## src/assert_macros.svh

```systemverilog
// assertion macros used by the core top level
`ifndef ASSERT_MACROS_SVH
`define ASSERT_MACROS_SVH

`ifndef ASSERT_OFF

`define ASSERT_ALWAYS(label, expr) \
    label: assert property (@(posedge clk) disable iff (!rst_n) (expr)) \
        else $error("assertion failed");

`define ASSERT_IMPLIES(label, ante, cons) \
    label: assert property (@(posedge clk) disable iff (!rst_n) (ante) |-> (cons)) \
        else $error("assertion failed");

`else

`define ASSERT_ALWAYS(label, expr)

`define ASSERT_IMPLIES(label, ante, cons)

`endif

`endif

```

## src/kpdc_pkg.sv

```systemverilog
// shared types and constants for the key press duration classifier
package kpdc_pkg;

    localparam int CFG_WIDTH = 16;
    localparam int CFG_ADDR_WIDTH = 3;

    localparam logic [CFG_ADDR_WIDTH-1:0] REG_SHORT_INTERVAL  = 3'd0;
    localparam logic [CFG_ADDR_WIDTH-1:0] REG_MEDIUM_INTERVAL = 3'd1;
    localparam logic [CFG_ADDR_WIDTH-1:0] REG_DEBOUNCE_TICKS  = 3'd2;
    localparam logic [CFG_ADDR_WIDTH-1:0] REG_REPEAT_TICKS    = 3'd3;
    localparam logic [CFG_ADDR_WIDTH-1:0] REG_REPEAT_ENABLE   = 3'd4;

    localparam logic [CFG_WIDTH-1:0] RST_SHORT_INTERVAL  = 16'd400;
    localparam logic [CFG_WIDTH-1:0] RST_MEDIUM_INTERVAL = 16'd1000;
    localparam logic [CFG_WIDTH-1:0] RST_DEBOUNCE_TICKS  = 16'd10;
    localparam logic [CFG_WIDTH-1:0] RST_REPEAT_TICKS    = 16'd200;

    localparam logic [1:0] PH_RELEASED = 2'd0;
    localparam logic [1:0] PH_PRESSED  = 2'd1;
    localparam logic [1:0] PH_DEBOUNCE = 2'd2;

    localparam logic [1:0] CL_SHORT  = 2'd0;
    localparam logic [1:0] CL_MEDIUM = 2'd1;
    localparam logic [1:0] CL_LONG   = 2'd2;

    localparam logic [1:0] KEY_NONE = 2'd0;
    localparam logic [1:0] KEY_1    = 2'd1;
    localparam logic [1:0] KEY_2    = 2'd2;
    localparam logic [1:0] KEY_3    = 2'd3;

    typedef struct packed {
        logic [CFG_WIDTH-1:0] short_interval;
        logic [CFG_WIDTH-1:0] medium_interval;
        logic [CFG_WIDTH-1:0] debounce_ticks;
        logic [CFG_WIDTH-1:0] repeat_ticks;
        logic                 repeat_enable;
    } kpdc_cfg_t;

    typedef struct packed {
        logic       is_repeat;
        logic [1:0] press_class;
        logic [1:0] key_code;
        logic       event_res;
    } kpdc_result_t;

endpackage

```

## src/key_press_duration_classifier_core.sv

```systemverilog
// top level of the key press duration classifier
//
// one input beat on s_axis is one tick carrying the three button levels
// (bit 0 is button 1). every tick gives exactly one output beat on m_axis
// with event_res, key_code, press_class and is_repeat; event_res is 0 on
// ticks without a key report.
// the beat is taken into an input register, the tick update runs as
// combinational logic from there into the output register: output valid
// rises when the output register takes the beat over, and one beat is accepted
// per cycle as long as the output side takes one per cycle.
// when m_tready is low the output register holds its beat; the input
// register still takes one more beat, then s_tready drops until the output
// side moves again. no beat is lost or repeated.
// the configuration port writes one register per cycle at cfg_wr_en:
// 0 short_interval, 1 medium_interval, 2 debounce_ticks, 3 repeat_ticks,
// 4 repeat_enable; other indexes are ignored. write only while idle.
// reset puts the registers to 400, 1000, 10, 200, 1, releases the key,
// clears both timers and empties both stages.
`include "assert_macros.svh"

module key_press_duration_classifier_core #(
    parameter int TIMER_BITS = 16
) (
    input  logic                                clk,
    input  logic                                rst_n,
    input  logic                                s_tvalid,
    output logic                                s_tready,
    input  logic [7:0]                          s_tdata,  // [2:0] buttons
    output logic                                m_tvalid,
    input  logic                                m_tready,
    output logic [7:0]                          m_tdata,  // [0] event_res, [2:1] key_code,
                                                          // [4:3] press_class, [5] is_repeat
    input  logic                                cfg_wr_en,
    input  logic [kpdc_pkg::CFG_ADDR_WIDTH-1:0] cfg_addr,
    input  logic [kpdc_pkg::CFG_WIDTH-1:0]      cfg_wdata
);
    import kpdc_pkg::*;

    kpdc_cfg_t    cfg;
    kpdc_result_t step_result;

    logic         in_valid_reg;
    logic [2:0]   in_buttons_reg;
    logic         out_valid_reg;
    kpdc_result_t out_data_reg;
    logic         advance;
    logic         in_accept;

    assign advance   = in_valid_reg && (!out_valid_reg || m_tready);
    assign s_tready  = !in_valid_reg || advance;
    assign in_accept = s_tvalid && s_tready;

    kpdc_cfg_regs u_cfg (
        .clk       (clk),
        .rst_n     (rst_n),
        .cfg_wr_en (cfg_wr_en),
        .cfg_addr  (cfg_addr),
        .cfg_wdata (cfg_wdata),
        .cfg       (cfg)
    );

    kpdc_step #(
        .TIMER_BITS (TIMER_BITS)
    ) u_step (
        .clk     (clk),
        .rst_n   (rst_n),
        .step_en (advance),
        .buttons (in_buttons_reg),
        .cfg     (cfg),
        .result  (step_result)
    );

    always_ff @(posedge clk or negedge rst_n)
    begin
        if (!rst_n)
        begin
            in_valid_reg  <= 1'b0;
            out_valid_reg <= 1'b0;
        end
        else
        begin
            if (in_accept)
                in_valid_reg <= 1'b1;
            else if (advance)
                in_valid_reg <= 1'b0;

            if (advance)
                out_valid_reg <= 1'b1;
            else if (m_tready)
                out_valid_reg <= 1'b0;
        end
    end

    always_ff @(posedge clk)
    begin
        if (in_accept)
            in_buttons_reg <= s_tdata[2:0];
        if (advance)
            out_data_reg <= step_result;
    end

    assign m_tvalid = out_valid_reg;
    assign m_tdata  = {2'b00, out_data_reg.is_repeat, out_data_reg.press_class,
                       out_data_reg.key_code, out_data_reg.event_res};

    // no report means all result fields are zero
    `ASSERT_IMPLIES(a_quiet_beat, out_valid_reg && !out_data_reg.event_res,
                    out_data_reg.key_code == KEY_NONE && out_data_reg.press_class == CL_SHORT &&
                    !out_data_reg.is_repeat)
    // a report always names a key
    `ASSERT_IMPLIES(a_event_has_key, out_valid_reg && out_data_reg.event_res,
                    out_data_reg.key_code != KEY_NONE)
    // repeats only come from a long press
    `ASSERT_IMPLIES(a_repeat_is_long, out_valid_reg && out_data_reg.is_repeat,
                    out_data_reg.event_res && out_data_reg.press_class == CL_LONG)
    // an empty input stage always takes a beat
    `ASSERT_IMPLIES(a_empty_ready, !in_valid_reg, s_tready)

endmodule

```

## src/kpdc_cfg_regs.sv

```systemverilog
// configuration register bank
module kpdc_cfg_regs (
    input  logic                                clk,
    input  logic                                rst_n,
    input  logic                                cfg_wr_en,
    input  logic [kpdc_pkg::CFG_ADDR_WIDTH-1:0] cfg_addr,
    input  logic [kpdc_pkg::CFG_WIDTH-1:0]      cfg_wdata,
    output kpdc_pkg::kpdc_cfg_t                 cfg
);
    import kpdc_pkg::*;

    kpdc_cfg_t cfg_reg;

    always_ff @(posedge clk or negedge rst_n)
    begin
        if (!rst_n)
        begin
            cfg_reg.short_interval  <= RST_SHORT_INTERVAL;
            cfg_reg.medium_interval <= RST_MEDIUM_INTERVAL;
            cfg_reg.debounce_ticks  <= RST_DEBOUNCE_TICKS;
            cfg_reg.repeat_ticks    <= RST_REPEAT_TICKS;
            cfg_reg.repeat_enable   <= 1'b1;
        end
        else if (cfg_wr_en)
        begin
            unique case (cfg_addr)
                REG_SHORT_INTERVAL:  cfg_reg.short_interval  <= cfg_wdata;
                REG_MEDIUM_INTERVAL: cfg_reg.medium_interval <= cfg_wdata;
                REG_DEBOUNCE_TICKS:  cfg_reg.debounce_ticks  <= cfg_wdata;
                REG_REPEAT_TICKS:    cfg_reg.repeat_ticks    <= cfg_wdata;
                REG_REPEAT_ENABLE:   cfg_reg.repeat_enable   <= cfg_wdata[0];
                default:
                begin
                end
            endcase
        end
    end

    assign cfg = cfg_reg;

endmodule

```

## src/kpdc_step.sv

```systemverilog
// key state, timers and per-tick classification
module kpdc_step #(
    parameter int TIMER_BITS = 16
) (
    input  logic                   clk,
    input  logic                   rst_n,
    input  logic                   step_en,
    input  logic [2:0]             buttons,
    input  kpdc_pkg::kpdc_cfg_t    cfg,
    output kpdc_pkg::kpdc_result_t result
);
    import kpdc_pkg::*;

    logic [1:0]            phase_reg, phase_next;
    logic [1:0]            class_reg, class_next;
    logic [1:0]            held_key_reg, held_key_next;
    logic [TIMER_BITS-1:0] press_timer_reg, press_timer_next;
    logic [TIMER_BITS-1:0] repeat_timer_reg, repeat_timer_next;

    logic [1:0]            key;
    logic [TIMER_BITS-1:0] press_dec;
    logic [TIMER_BITS-1:0] repeat_dec;
    logic                  repeat_fire;
    kpdc_result_t          res;

    always_comb
    begin
        if (buttons[0])
            key = KEY_1;
        else if (buttons[1])
            key = KEY_2;
        else if (buttons[2])
            key = KEY_3;
        else
            key = KEY_NONE;
    end

    always_comb
    begin
        press_dec  = (press_timer_reg == '0) ? '0 : press_timer_reg - 1'b1;
        repeat_dec = (repeat_timer_reg == '0) ? '0 : repeat_timer_reg - 1'b1;

        phase_next    = phase_reg;
        class_next    = class_reg;
        held_key_next = held_key_reg;
        press_timer_next = press_dec;

        res = '0;

        // repeat while held long
        repeat_fire = (phase_reg == PH_PRESSED) && (class_reg == CL_LONG) &&
                      cfg.repeat_enable && (repeat_dec == '0);
        repeat_timer_next = repeat_fire ? TIMER_BITS'(cfg.repeat_ticks) : repeat_dec;
        if (repeat_fire)
        begin
            res.event_res   = 1'b1;
            res.key_code    = held_key_reg;
            res.press_class = CL_LONG;
            res.is_repeat   = 1'b1;
        end

        if (key != KEY_NONE)
        begin
            if (phase_reg == PH_RELEASED)
            begin
                held_key_next    = key;
                phase_next       = PH_PRESSED;
                class_next       = CL_SHORT;
                press_timer_next = TIMER_BITS'(cfg.short_interval);
            end
            else if (phase_reg == PH_PRESSED)
            begin
                if (press_dec == '0 && class_reg == CL_SHORT)
                begin
                    class_next       = CL_MEDIUM;
                    press_timer_next = TIMER_BITS'(cfg.medium_interval);
                end
                if (press_timer_next == '0 && class_next == CL_MEDIUM)
                    class_next = CL_LONG;
            end
        end
        else if (phase_reg == PH_PRESSED)
        begin
            phase_next       = PH_DEBOUNCE;
            press_timer_next = TIMER_BITS'(cfg.debounce_ticks);
        end

        // debounce done, report the release
        if (phase_next == PH_DEBOUNCE && press_timer_next == '0)
        begin
            res.event_res   = 1'b1;
            res.key_code    = held_key_next;
            res.press_class = class_next;
            res.is_repeat   = 1'b0;
            phase_next      = PH_RELEASED;
            held_key_next   = KEY_NONE;
        end
    end

    always_ff @(posedge clk or negedge rst_n)
    begin
        if (!rst_n)
        begin
            phase_reg        <= PH_RELEASED;
            class_reg        <= CL_SHORT;
            held_key_reg     <= KEY_NONE;
            press_timer_reg  <= '0;
            repeat_timer_reg <= '0;
        end
        else if (step_en)
        begin
            phase_reg        <= phase_next;
            class_reg        <= class_next;
            held_key_reg     <= held_key_next;
            press_timer_reg  <= press_timer_next;
            repeat_timer_reg <= repeat_timer_next;
        end
    end

    assign result = res;

endmodule

```

## config.mk

```make
export PLATFORM = sky130hd
export DESIGN_NAME = key_press_duration_classifier_core
export DESIGN_NICKNAME = d
export VERILOG_FILES = /design/src/kpdc_pkg.sv /design/src/key_press_duration_classifier_core.sv /design/src/kpdc_cfg_regs.sv /design/src/kpdc_step.sv
export VERILOG_INCLUDE_DIRS = /design/src /design/src/src
export SDC_FILE = /design/constraint.sdc
export NUM_CORES = 1
export LEC_CHECK = 0
export BUFFER_PORTS_ARGS = -buffer_cell sky130_fd_sc_hd__buf_2
export CAP_MARGIN = 5
export CORE_MARGIN = 8
export CORE_UTILIZATION = 40
export CTS_CLUSTER_SIZE = 12
export DETAILED_ROUTE_END_ITERATION = 10
export PLACE_DENSITY_LB_ADDON = 0.2
export SYNTH_ARGS = -nofsm -noshare
export SYNTH_HDL_FRONTEND = slang
export SYNTH_SLANG_ARGS = --single-unit
```

## constraint.sdc

```tcl
create_clock -name clk -period 2.99 [get_ports clk]
set_clock_uncertainty 0.2 [all_clocks]
set_input_delay 0.4485 -clock clk [delete_from_list [all_inputs] [get_ports clk]]
set_output_delay 0.4485 -clock clk [all_outputs]
set_load 0.01 [all_outputs]
```

==> results.yml <==
run_status:
  status: "finished with violations"
  violations: "negative setup slack"
grt:
  grtUsageTotal: 0.237
  grt_max_degree: 63
  grt_overflow: 0
  grt_pass1_wl_um: 36400
  grt_pass1_vias: 6253
  antenna_found_initial: 0
power_and_ir_drop:
  power_leakage_nw: 3.85
  seqPwrFrac: 0.312
  vdd_drop_max_uv: 438
  p_int_mw: 4.76
  pwr_density_cell_nw_per_um2: 805
  p_switching_mw: 2.62
  swShare: 0.355
  p_clk_frac: 0.271
  pwr-share-comb: 0.417
job:
  drv_cap: 0
critical_path:
  critPathRequiredTime_ns: 3.03
  path_class: "register to register"
  path_common_cell: "or4_4"
  slowest_stage: "or4_4"
  cp_cell_sequence: "or4_4 > or4_4 > xor2_2 > o2111a_2 > o211ai_4 > buf_12 > a221oi_4 > nor4_4 > buf_4 > nand4_4 > nor4b_4"
  critPathArrivalTime_ns: 3.48
  path_max_fanout: 5
  end_kind: "register"
  cp_num_buf_inv: 2
  start_kind: "register"
  max_stage_delay_ns: 0.54
  critPathTopFamily: "simple AND/OR/NAND/NOR gates"
sta:
  clock.fmax_ghz: 0.291
  period_needed_ns: 3.44
  setup_tns_ns: -5.62
  worstMarginPinSlew_ns: 0.772
  finalHoldViolations: 0
  slew-limit-headroom: 0.479
  setup_viol: 21
  rsz0062_at_grt: "true"
  drv_slew: 0
  period_share: 1.15
  setup_ws_ns: -0.452
clock_tree:
  cts_max_level: 4
  clk_path_buf_depth: 2
  cts.sinks: 114
  insertion_delay_ns: 0.42
  cts_made_buffers: 17
  clockRootBuffer: "clkbuf_16"
  cts.clk_slew.worst_paths_ns: 0.06
  cts_tree: "yes"
final_layout:
  num-fill-cells: 1393
  utilization: 0.577
  drive_gt1_frac: 0.446
  largest_register_ffs: 65
  stdcell_area_um2: 9170
  layout_commonest_cell: "buf_4"
  diodes: 0
  syn_to_final_growth_pct: 41.4
  most-common-layout-cells: "buf_4 (151), dfrtp_1 (90), mux2_2 (65)"
  final_nets: 886
placement:
  dpl_cell_area_um2: 7890
  portBuffers: 34
  dp_hpwl_um: 16900
  globalplace.congestion: 0.952
detailed_routing:
  drtIter0Drc: 536
  drtAntennaViolNets: 0
  firstDrtPassIters: 5
  num_vias: 6273
  drc: 0
  drt_wl_total_um: 23300
  wl_per_cell_um: 21.6
  vias_per_cell: 5.80
synth:
  synth-edff-count: 9
  ys_seq_area_frac: 0.450
  syn_avg_cell_area_um2: 9.73
  synthDistinctLibCells: 78
  syn_inst: 667
  netlist_area_um2: 6490
  synthArstFlopShare: 0.921
  ys_ff_latch: 114
  synth_ff_type: "dfrtp_1"
  yosys_warnings: 0
die:
  die_h_um: 143
  dieArea_um2: 20500
  io-pin-count: 42
  chipWidth_um: 143
  initial_core_util: 0.408
  rows: 46
  core_um2: 15900
min_path:
  min_path_type: "input port to register"
-- per-stage QoR --
step           std cells  hold slack (ns)  power [mW]  setup slack, ns
2_1_floorplan        668          -0.0471        3.56           -0.253
3_3_place_gp        1021            0.268        4.79           -0.527
3_5_place_dp        1021            0.287        4.84           -0.556
4_1_cts             1074          0.00175        7.10           -0.397
5_1_grt             1081           0.0420        7.76           -0.587
6_report            1081           0.0372        7.38           -0.452
-- cells in the mapped netlist (all sizes together), types with 4 or more instances --
master / count / area (µm²)
o211ai: 10 / 88.8
xnor2: 4 / 35.0
a21oi: 34 / 174
and2: 6 / 37.5
nor2: 56 / 213
dfrtp: 90 / 2250
xor2: 4 / 35.0
inv: 13 / 48.8
nor2b: 7 / 43.8
nor4: 17 / 155
o22ai: 8 / 50.1
a22oi: 6 / 45.0
dfstp: 15 / 394
mux2: 65 / 732
edfxtp: 9 / 270
clkbuf: 34 / 128
nand3: 19 / 95.1
o2111ai: 4 / 35.0
nand4: 9 / 71.3
o21ai: 60 / 304
or3: 6 / 37.5
a21o: 4 / 30.0
or4: 8 / 60.1
nor3: 27 / 140
a31oi: 8 / 50.1
nand2b: 4 / 25.0
mux2i: 7 / 70.1
a211oi: 4 / 30.0
buf: 8 / 55.1
o31ai: 4 / 30.0
a32oi: 9 / 78.8
nand2: 56 / 210
-- power by group through the flow --
| stage | Clock (mW) | Sequential (mW) | Combinational [mW] |
|---|---|---|---|
| 6_report | 2.00 | 2.30 | 3.07 |
| 5_1_grt | 2.11 | 2.35 | 3.29 |
| 4_1_cts | 2.04 | 2.29 | 2.76 |
| 3_5_place_dp | 0 | 2.30 | 2.53 |
| 3_3_place_gp | 0 | 2.29 | 2.50 |
| 2_1_floorplan | 0 | 2.21 | 1.35 |
-- cell families (layout without fill, tap and decap cells) --
kind of cell    Yosys count  in the layout  synth area share
fa+ha+maj                 2              2           0.00386
other cells               1              2          0.000578
simple gates            232            233             0.190
xor+xnor                  8              8            0.0108
flops                   114            114             0.450
mux                      72             72             0.124
compound gates          182            183             0.185
buf+inv                  56            251            0.0363
-- path summary, 6_finish.rpt --
path	slack (ns)	cells past startpoint	from	endpoint
worst max-delay path	-0.45	11	u_step.press_timer_reg[2]	m_tdata[3]
worst min-delay path	0.04	2	s_tvalid	in_valid_reg
worst max register to register	-0.45	11	u_step.press_timer_reg[2]	m_tdata[3]
worst min register to register	0.31	1	u_cfg.cfg[28]	u_cfg.cfg[28]
max in group asynchronous	1.43	3	rst_n	u_cfg.cfg[42]
min in group asynchronous	0.37	2	rst_n	in_valid_reg
-- repair_timing --
item / in CTS / in global routing
pin swaps: 25 / 20
resized for setup: 36 / 56
endpoints found under the hold margin: 35 / 1
setup endpoints to repair: 31 / 37
hold buffers: 3 / 1
cloned: 2 / 0
setup buffers: 16 / 7
-- final cells by class --
type	count	area, µm²	share of cell area
multi-input cells	500	3780	0.412
clock inverters	8	75.1	0.00819
well taps	216	270	0.0295
inverters	14	52.6	0.00573
flip-flops and latches	114	2920	0.318
clock buffers	24	513	0.0559
repair buffers	205	1570	0.171
-- routing by layer --
| metal | part of all wire | GRT usage |
|---|---|---|
| met1 | 0.45 | 0.322 |
| met4 | 0.025 | 0.0924 |
| met5 | 0 | 0 |
| met3 | 0.069 | 0.0567 |
| met2 | 0.46 | 0.357 |
No activity file was read; power rests on OpenSTA's default activity.
